==> src/hdl/csb_pkg.sv <==
package csb_pkg;

	localparam int unsigned S_DATA_W = 16;
	localparam int unsigned M_DATA_W = 24;
	localparam int unsigned ELEM_W   = 8;
	localparam int unsigned LEN_W    = 9;

	typedef enum logic [2:0] {
		OP_REWIND = 3'd0,
		OP_STEP   = 3'd1,
		OP_INS_L  = 3'd2,
		OP_INS_R  = 3'd3,
		OP_ERASE  = 3'd4,
		OP_READ   = 3'd5
	} csb_op_t;

	typedef enum logic [1:0] {
		ST_OK   = 2'd0,
		ST_BAD  = 2'd1,
		ST_FULL = 2'd2
	} csb_status_t;

	typedef struct packed {
		logic        take;
		logic        cur_zero;
		logic        cur_inc;
		logic        start_up;
		logic        ins_right;
		logic        start_down;
		logic        move_up;
		logic        move_down;
		logic        put_elem;
		logic        cnt_dec;
		logic        fetch;
		logic        load_out;
		csb_status_t status;
	} csb_cmd_t;

	typedef struct packed {
		logic at_stop;
		logic empty;
		logic full;
		logic up_more;
		logic down_more;
		logic wb_pending;
		logic out_free;
	} csb_stat_t;

endpackage

==> src/hdl/csb_ctrl.sv <==
module csb_ctrl
	import csb_pkg::*;
(
	input  logic      clk,
	input  logic      arst_n,
	input  logic      in_valid,
	input  logic [2:0] in_op,
	output logic      in_ready,
	input  csb_stat_t st,
	output csb_cmd_t  cmd
);

	typedef enum logic [4:0] {
		S_IDLE  = 5'b00001,
		S_UP    = 5'b00010,
		S_DOWN  = 5'b00100,
		S_FETCH = 5'b01000,
		S_OUT   = 5'b10000
	} state_t;

	state_t      state_q, state_d;
	csb_status_t status_q, status_d;

	assign in_ready = (state_q == S_IDLE);

	always_comb begin
		state_d  = state_q;
		status_d = status_q;
		cmd      = '0;
		cmd.status = status_q;
		case (state_q)
			S_IDLE: begin
				if (in_valid) begin
					cmd.take = 1'b1;
					status_d = ST_OK;
					state_d  = S_FETCH;
					case (in_op)
						OP_REWIND: cmd.cur_zero = 1'b1;
						OP_STEP: begin
							if (st.at_stop) status_d = ST_BAD;
							else cmd.cur_inc = 1'b1;
						end
						OP_INS_L: begin
							if (st.full) begin
								status_d = ST_FULL;
							end else begin
								cmd.start_up = 1'b1;
								state_d      = S_UP;
							end
						end
						OP_INS_R: begin
							if (!st.empty && st.at_stop) begin
								status_d = ST_BAD;
							end else if (st.full) begin
								status_d = ST_FULL;
							end else begin
								cmd.start_up  = 1'b1;
								cmd.ins_right = 1'b1;
								state_d       = S_UP;
							end
						end
						OP_ERASE: begin
							if (st.at_stop) begin
								status_d = ST_BAD;
							end else begin
								cmd.start_down = 1'b1;
								state_d        = S_DOWN;
							end
						end
						OP_READ: begin
							if (st.at_stop) status_d = ST_BAD;
						end
						default: status_d = ST_BAD;
					endcase
				end
			end
			S_UP: begin
				// The last copy drains through the write-back stage before the new byte lands.
				if (st.up_more) begin
					cmd.move_up = 1'b1;
				end else if (!st.wb_pending) begin
					cmd.put_elem = 1'b1;
					state_d      = S_FETCH;
				end
			end
			S_DOWN: begin
				if (st.down_more) begin
					cmd.move_down = 1'b1;
				end else if (!st.wb_pending) begin
					cmd.cnt_dec = 1'b1;
					state_d     = S_FETCH;
				end
			end
			S_FETCH: begin
				cmd.fetch = 1'b1;
				state_d   = S_OUT;
			end
			S_OUT: begin
				if (st.out_free) begin
					cmd.load_out = 1'b1;
					state_d      = S_IDLE;
				end
			end
			default: state_d = S_IDLE;
		endcase
	end

	always_ff @(posedge clk or negedge arst_n) begin
		if (!arst_n) begin
			state_q  <= S_IDLE;
			status_q <= ST_OK;
		end else begin
			state_q  <= state_d;
			status_q <= status_d;
		end
	end

endmodule

==> src/hdl/csb_dp.sv <==
module csb_dp
	import csb_pkg::*;
#(
	parameter int unsigned CAPACITY = 256
) (
	input  logic                  clk,
	input  logic                  arst_n,
	input  csb_cmd_t              cmd,
	input  logic [ELEM_W-1:0]     in_elem,
	input  logic                  out_ready,
	output logic                  out_valid,
	output logic [M_DATA_W-1:0]   out_data,
	output csb_stat_t             st
);

	localparam int unsigned AW = (CAPACITY > 1) ? $clog2(CAPACITY) : 1;
	localparam int unsigned CW = $clog2(CAPACITY + 1);
	localparam int unsigned XW = CW + LEN_W;

	logic [ELEM_W-1:0] mem_q [CAPACITY];
	logic [ELEM_W-1:0] rdata_q;
	logic [ELEM_W-1:0] elem_q;
	logic [CW-1:0]     count_q, cursor_q, ptr_q, pos_q;
	logic              ins_right_q;
	logic              wb_valid_q;
	logic [AW-1:0]     wb_addr_q;
	logic              out_valid_q;
	logic [M_DATA_W-1:0] out_data_q;

	logic [CW-1:0] rd_idx;
	logic          rd_en;
	logic          stop_now;
	logic [XW-1:0] count_ext;

	assign stop_now  = (cursor_q >= count_q);
	assign count_ext = XW'(count_q);

	assign st.at_stop    = stop_now;
	assign st.empty      = (count_q == '0);
	assign st.full       = (count_q >= CW'(CAPACITY));
	assign st.up_more    = (ptr_q > pos_q);
	assign st.down_more  = (({1'b0, ptr_q} + (CW+1)'(1)) < {1'b0, count_q});
	assign st.wb_pending = wb_valid_q;
	assign st.out_free   = !out_valid_q || out_ready;

	always_comb begin
		if (cmd.move_up)        rd_idx = ptr_q - CW'(1);
		else if (cmd.move_down) rd_idx = ptr_q + CW'(1);
		else                    rd_idx = cursor_q;
	end
	assign rd_en = cmd.move_up || cmd.move_down || cmd.fetch;

	// Shifts copy one byte a cycle: read one neighbor, write it back in the next cycle.
	always_ff @(posedge clk) begin
		if (wb_valid_q) begin
			mem_q[wb_addr_q] <= rdata_q;
		end else if (cmd.put_elem) begin
			mem_q[pos_q[AW-1:0]] <= elem_q;
		end
		if (rd_en) begin
			rdata_q <= mem_q[rd_idx[AW-1:0]];
		end
	end

	always_ff @(posedge clk) begin
		if (cmd.take) begin
			elem_q <= in_elem;
		end
		if (cmd.start_up) begin
			ptr_q       <= count_q;
			ins_right_q <= cmd.ins_right;
			if (cmd.ins_right && count_q != '0) pos_q <= cursor_q + CW'(1);
			else                                 pos_q <= cursor_q;
		end else if (cmd.start_down) begin
			ptr_q <= cursor_q;
		end else if (cmd.move_up) begin
			ptr_q <= ptr_q - CW'(1);
		end else if (cmd.move_down) begin
			ptr_q <= ptr_q + CW'(1);
		end
		if (cmd.move_up || cmd.move_down) begin
			wb_addr_q <= ptr_q[AW-1:0];
		end
		if (cmd.load_out) begin
			out_data_q <= {{(M_DATA_W-22){1'b0}}, cmd.status, stop_now, (cursor_q == '0),
				count_ext[LEN_W-1:0], !stop_now, stop_now ? {ELEM_W{1'b0}} : rdata_q};
		end
	end

	always_ff @(posedge clk or negedge arst_n) begin
		if (!arst_n) begin
			count_q     <= '0;
			cursor_q    <= '0;
			wb_valid_q  <= 1'b0;
			out_valid_q <= 1'b0;
		end else begin
			wb_valid_q <= cmd.move_up || cmd.move_down;
			if (cmd.cur_zero) begin
				cursor_q <= '0;
			end else if (cmd.cur_inc) begin
				cursor_q <= cursor_q + CW'(1);
			end else if (cmd.put_elem) begin
				cursor_q <= ins_right_q ? pos_q : cursor_q + CW'(1);
			end
			if (cmd.put_elem) begin
				count_q <= count_q + CW'(1);
			end else if (cmd.cnt_dec) begin
				count_q <= count_q - CW'(1);
			end
			if (cmd.load_out) begin
				out_valid_q <= 1'b1;
			end else if (out_ready) begin
				out_valid_q <= 1'b0;
			end
		end
	end

	assign out_valid = out_valid_q;
	assign out_data  = out_data_q;

endmodule

==> src/hdl/cursor_sequence_buffer.sv <==
// Rewind, step, read and rejected operations go from accept through the fetch and output
// states to the output register. Insert and erase first copy the bytes from the insert
// position or the cursor onward one byte per cycle through the store's single write port
// and wait for the write-back of the last copy before they fetch and output the result.
// One operation is in flight at a time; the next word is taken while a result waits.
// Reset (arst_n low) empties the sequence and puts the cursor at position zero.
module cursor_sequence_buffer
	import csb_pkg::*;
#(
	parameter int unsigned CAPACITY = 256
) (
	input  logic                clk,
	input  logic                arst_n,
	input  logic                s_tvalid,
	output logic                s_tready,
	// operation[2:0], element[10:3], zero fill above
	input  logic [S_DATA_W-1:0] s_tdata,
	output logic                m_tvalid,
	input  logic                m_tready,
	// cursor_element[7:0], element_valid[8], sequence_length[17:9], at_start[18],
	// at_stop[19], status[21:20], zero fill above
	output logic [M_DATA_W-1:0] m_tdata
);

	csb_cmd_t  cmd;
	csb_stat_t st;

	csb_ctrl u_ctrl (
		.clk      (clk),
		.arst_n   (arst_n),
		.in_valid (s_tvalid),
		.in_op    (s_tdata[2:0]),
		.in_ready (s_tready),
		.st       (st),
		.cmd      (cmd)
	);

	csb_dp #(
		.CAPACITY (CAPACITY)
	) u_dp (
		.clk       (clk),
		.arst_n    (arst_n),
		.cmd       (cmd),
		.in_elem   (s_tdata[10:3]),
		.out_ready (m_tready),
		.out_valid (m_tvalid),
		.out_data  (m_tdata),
		.st        (st)
	);

endmodule
==> config.mk <==
export PLATFORM = sky130hd
export DESIGN_NAME = cursor_sequence_buffer
export DESIGN_NICKNAME = d
export VERILOG_FILES = /design/src/hdl/csb_pkg.sv /design/src/hdl/csb_ctrl.sv /design/src/hdl/csb_dp.sv /design/src/hdl/cursor_sequence_buffer.sv
export SDC_FILE = /design/constraint.sdc
export NUM_CORES = 2
export LEC_CHECK = 0
export BUFFER_PORTS_ARGS = -buffer_cell sky130_fd_sc_hd__buf_2
export CAP_MARGIN = 20
export CORE_MARGIN = 10
export CORE_UTILIZATION = 45
export CTS_BUF_LIST = sky130_fd_sc_hd__clkbuf_16
export DETAILED_ROUTE_END_ITERATION = 6
export SLEW_MARGIN = 20
export SYNTH_ARGS = -nofsm -noshare
export SYNTH_HDL_FRONTEND = slang
export SYNTH_SLANG_ARGS = --single-unit
==> constraint.sdc <==
create_clock -name clk -period 13.1 [get_ports clk]
set_input_delay 1.31 -clock clk [delete_from_list [all_inputs] [get_ports clk]]
set_output_delay 1.31 -clock clk [all_outputs]
set_load 0.005 [all_outputs]
==> out/results.ini <==
[sta]
rsz0062_at_grt = false
maxSlewViolCount = 0
fin_crit_ps = 7463
finalHoldViolCount = 0
fin_ws_ps = 5637
max_slew_margin = 0.1671
finalSetupTns_ps = 0
skew_ps = 41.19
layout_worst_path_cycle_share = 0.5697
clock.fmax_mhz = 134.0
finalSetupViolations = 0
holdWs_ps = 446.9
worst_pin_slew_ps = 1238

[grt]
grt_overflow = 0
grt_usage = 0.2202
grt_pass1_vias = 50890
grt_first_pass_wirelength_um = 349700
antenna_found_initial = 9
grt_max_degree = 213

[clock_network]
clk_latency_ps = 870
post_cts_buffers = 0
cts_hold_buf = 0
cts_buffers = 216
cts_root_buffer = clkbuf_16
cts_tree = done
clockBufferDepth = 3
cts-htree-levels = 4
cts_resized = 0
clock_sinks = 2140
clk_pin_slew_ps = 60

[worst_setup_path]
r2r-start = u_dp.ptr_q[0]
r2r-end = u_dp.rdata_q[6]
worstPathRequired_ps = 13770
ff2ff_path_depth = 21
crit_arrival_ps = 8130
crit_path_end_kind = register
reg2reg_slack_ps = 5640
worstSetupPathType = reg -> reg
critPathMaxFanout = 79
cp-start-kind = register

[placement]
place_ws_ps = 5795
place_hpwl_um = 136600
gp_congestion = 0.8447
io_buffers = 38

[finish]
drive_gt1_frac = 0.07975
final_nets = 6360
post-route-util = 0.4993
nFillCells = 16350
area_growth_pct = 10.26

[floorplan]
die_w_um = 460.2
die_y_um = 460.2
die_area_um2 = 211800
num_rows = 161
design.core.area_um2 = 192600
start_util = 0.4529
io_pins = 46

[min_path]
hold-path-cell-count = 0
hp-class = reg -> reg
holdPathEnd = u_dp.out_data[21]
hp-start = u_ctrl.status_q[1]

[synth]
synth_ff_type = edfxtp_1
synthCells = 6388
avgSynthCellArea_um2 = 13.65
netlist_area_um2 = 87210
async_flop_share = 0.01262
synth-edff-count = 2113
yosysWarnings = 0
ys_ff_latch = 2140
ys_seq_area_frac = 0.7353
yosys.cell_types.count = 80

[detailed_routing]
drc = 0
routed_wl_um = 240400
wl_per_cell_um = 26.67
avgViaCountPerCell = 5.983
first_pass_iters = 6
first_iter_violations = 6651
antenna_left = 0
num_vias = 53920

[power_and_ir_drop]
finalPower_uw = 20080
powerDensity_nw_per_um2 = 208.8
ir_drop_mv = 0.1916
p_leak_uw = 0.03248

[outcome]
status = complete, no violations

[run]
maxCapViolCount = 0

==> cell families after synthesis <==
logic type	count (synthesis)	share of synthesized area
flops	2140	0.7353
simple gates	2125	0.1055
compound gates	1371	0.1016
buf+inv	479	0.02535
mux	194	0.02267
fa+ha+maj	39	0.005681
xor+xnor	39	0.003917
other cells	1	0.00004300
==> cell usage in the layout, fill, tap and decap left out, types with 73 or more instances in the layout <==
cell          n
nor2_1      302
a21oi_1     686
a211oi_1     78
mux2i_1     166
clkbuf_16   220
o22ai_1      73
and3_1       82
a22o_1      142
nand2_1    1215
a22oi_1      77
inv_1        95
buf_4        89
nand3_1     298
edfxtp_1   2113
==> registers in the layout (all words and copies together), names as in the netlist <==
signal,flops
u_dp.out_data,22
u_dp.ins_right_q,1
u_ctrl.state_q,5
u_dp.ptr_q,9
u_dp.mem_q,2048
u_dp.cursor_q,9
u_dp.count_q,9
u_dp.elem_q,8
u_dp.out_valid,1
u_dp.rdata_q,8
u_ctrl.status_q,2
u_dp.pos_q,9
u_dp.wb_valid_q,1
u_dp.wb_addr_q,8
==> metal layers <==
layer,track usage,wire (µm)
met5,0,0
met3,0.04112,21680
met4,0.07020,7301
met2,0.3323,108700
met1,0.3229,102600
==> metrics by stage <==
stage	std cells	cell area, µm²
2_1_floorplan	6389	87210
3_3_place_gp	8608	89580
3_5_place_dp	8608	89580
4_1_cts	9008	96120
5_1_grt	9010	96150
6_report	9012	96160
==> how the worst max path moves through the flow <==
stage          depth (start not counted)  slack (ps)     startpoint                to
6_report                              21        5640  u_dp.ptr_q[0]   u_dp.rdata_q[6]
2_1_floorplan                         11        6560  u_dp.ptr_q[1]  u_dp.mem_q[0][0]
4_1_cts                               21        5720  u_dp.ptr_q[0]   u_dp.rdata_q[6]
3_3_place_gp                          21        5880  u_dp.ptr_q[0]   u_dp.rdata_q[6]
3_5_place_dp                          21        5790  u_dp.ptr_q[0]   u_dp.rdata_q[6]
5_1_grt                               21        5090  u_dp.ptr_q[0]   u_dp.rdata_q[6]
==> synthesized netlist by cell type (32+ instances only) <==
cell type | instances | share of area
a22oi_1 | 77 | 0.0066
o22ai_1 | 73 | 0.0052
nand3_1 | 298 | 0.017
nand4_1 | 52 | 0.0037
buf_1 | 58 | 0.0025
buf_2 | 204 | 0.012
ha_1 | 38 | 0.0055
nand2_1 | 1233 | 0.053
inv_1 | 33 | 0.0014
and3_1 | 82 | 0.0059
clkbuf_1 | 153 | 0.0066
o21ai_0 | 32 | 0.0018
edfxtp_1 | 2113 | 0.73
a21o_1 | 60 | 0.0052
mux2i_1 | 166 | 0.019
nor4_1 | 43 | 0.0031
a21oi_1 | 686 | 0.039
a22o_1 | 142 | 0.014
a221oi_1 | 45 | 0.0045
a211oi_1 | 79 | 0.0068
nor2_1 | 307 | 0.013
==> power breakdown <==
part | switching [µW] | leakage [µW] | internal, µW
registers | 104 | 0.0193 | 8160
clock network | 2590 | 0.00344 | 3140
logic | 4320 | 0.00969 | 1760
total | 7010 | 0.0325 | 13100
==> area by class of cell <==
type | instances | area [µm²] | area share
Sequential cell | 2140 | 64130 | 0.6669
Multi-Input combinational cell | 3770 | 21090 | 0.2194
Clock buffer | 220 | 5505 | 0.05725
Tap cell | 2526 | 3161 | 0.03287
Timing Repair Buffer | 140 | 1105 | 0.01149
Clock inverter | 180 | 1035 | 0.01076
Inverter | 33 | 123.9 | 0.001288
Antenna cell | 3 | 7.507 | 0.00007807
==> critical path: stages (launching register included) <==
cell and delay [ps]:
edfxtp_1 630, ha_1 210, and3_1 190, nand3_1 240, nor2_1 210, xor2_1 200, ha_1 290, a21oi_1 140
nand2_1 120, nor3_2 420, nand3_1 130, buf_4 280, o211ai_1 400, buf_4 700, buf_4 590, buf_4 790
nand2_1 130, a32o_1 300, o22ai_1 610, or4_1 230, nor4_1 50, nor4_1 290
Power figures use the tool's default switching activity.
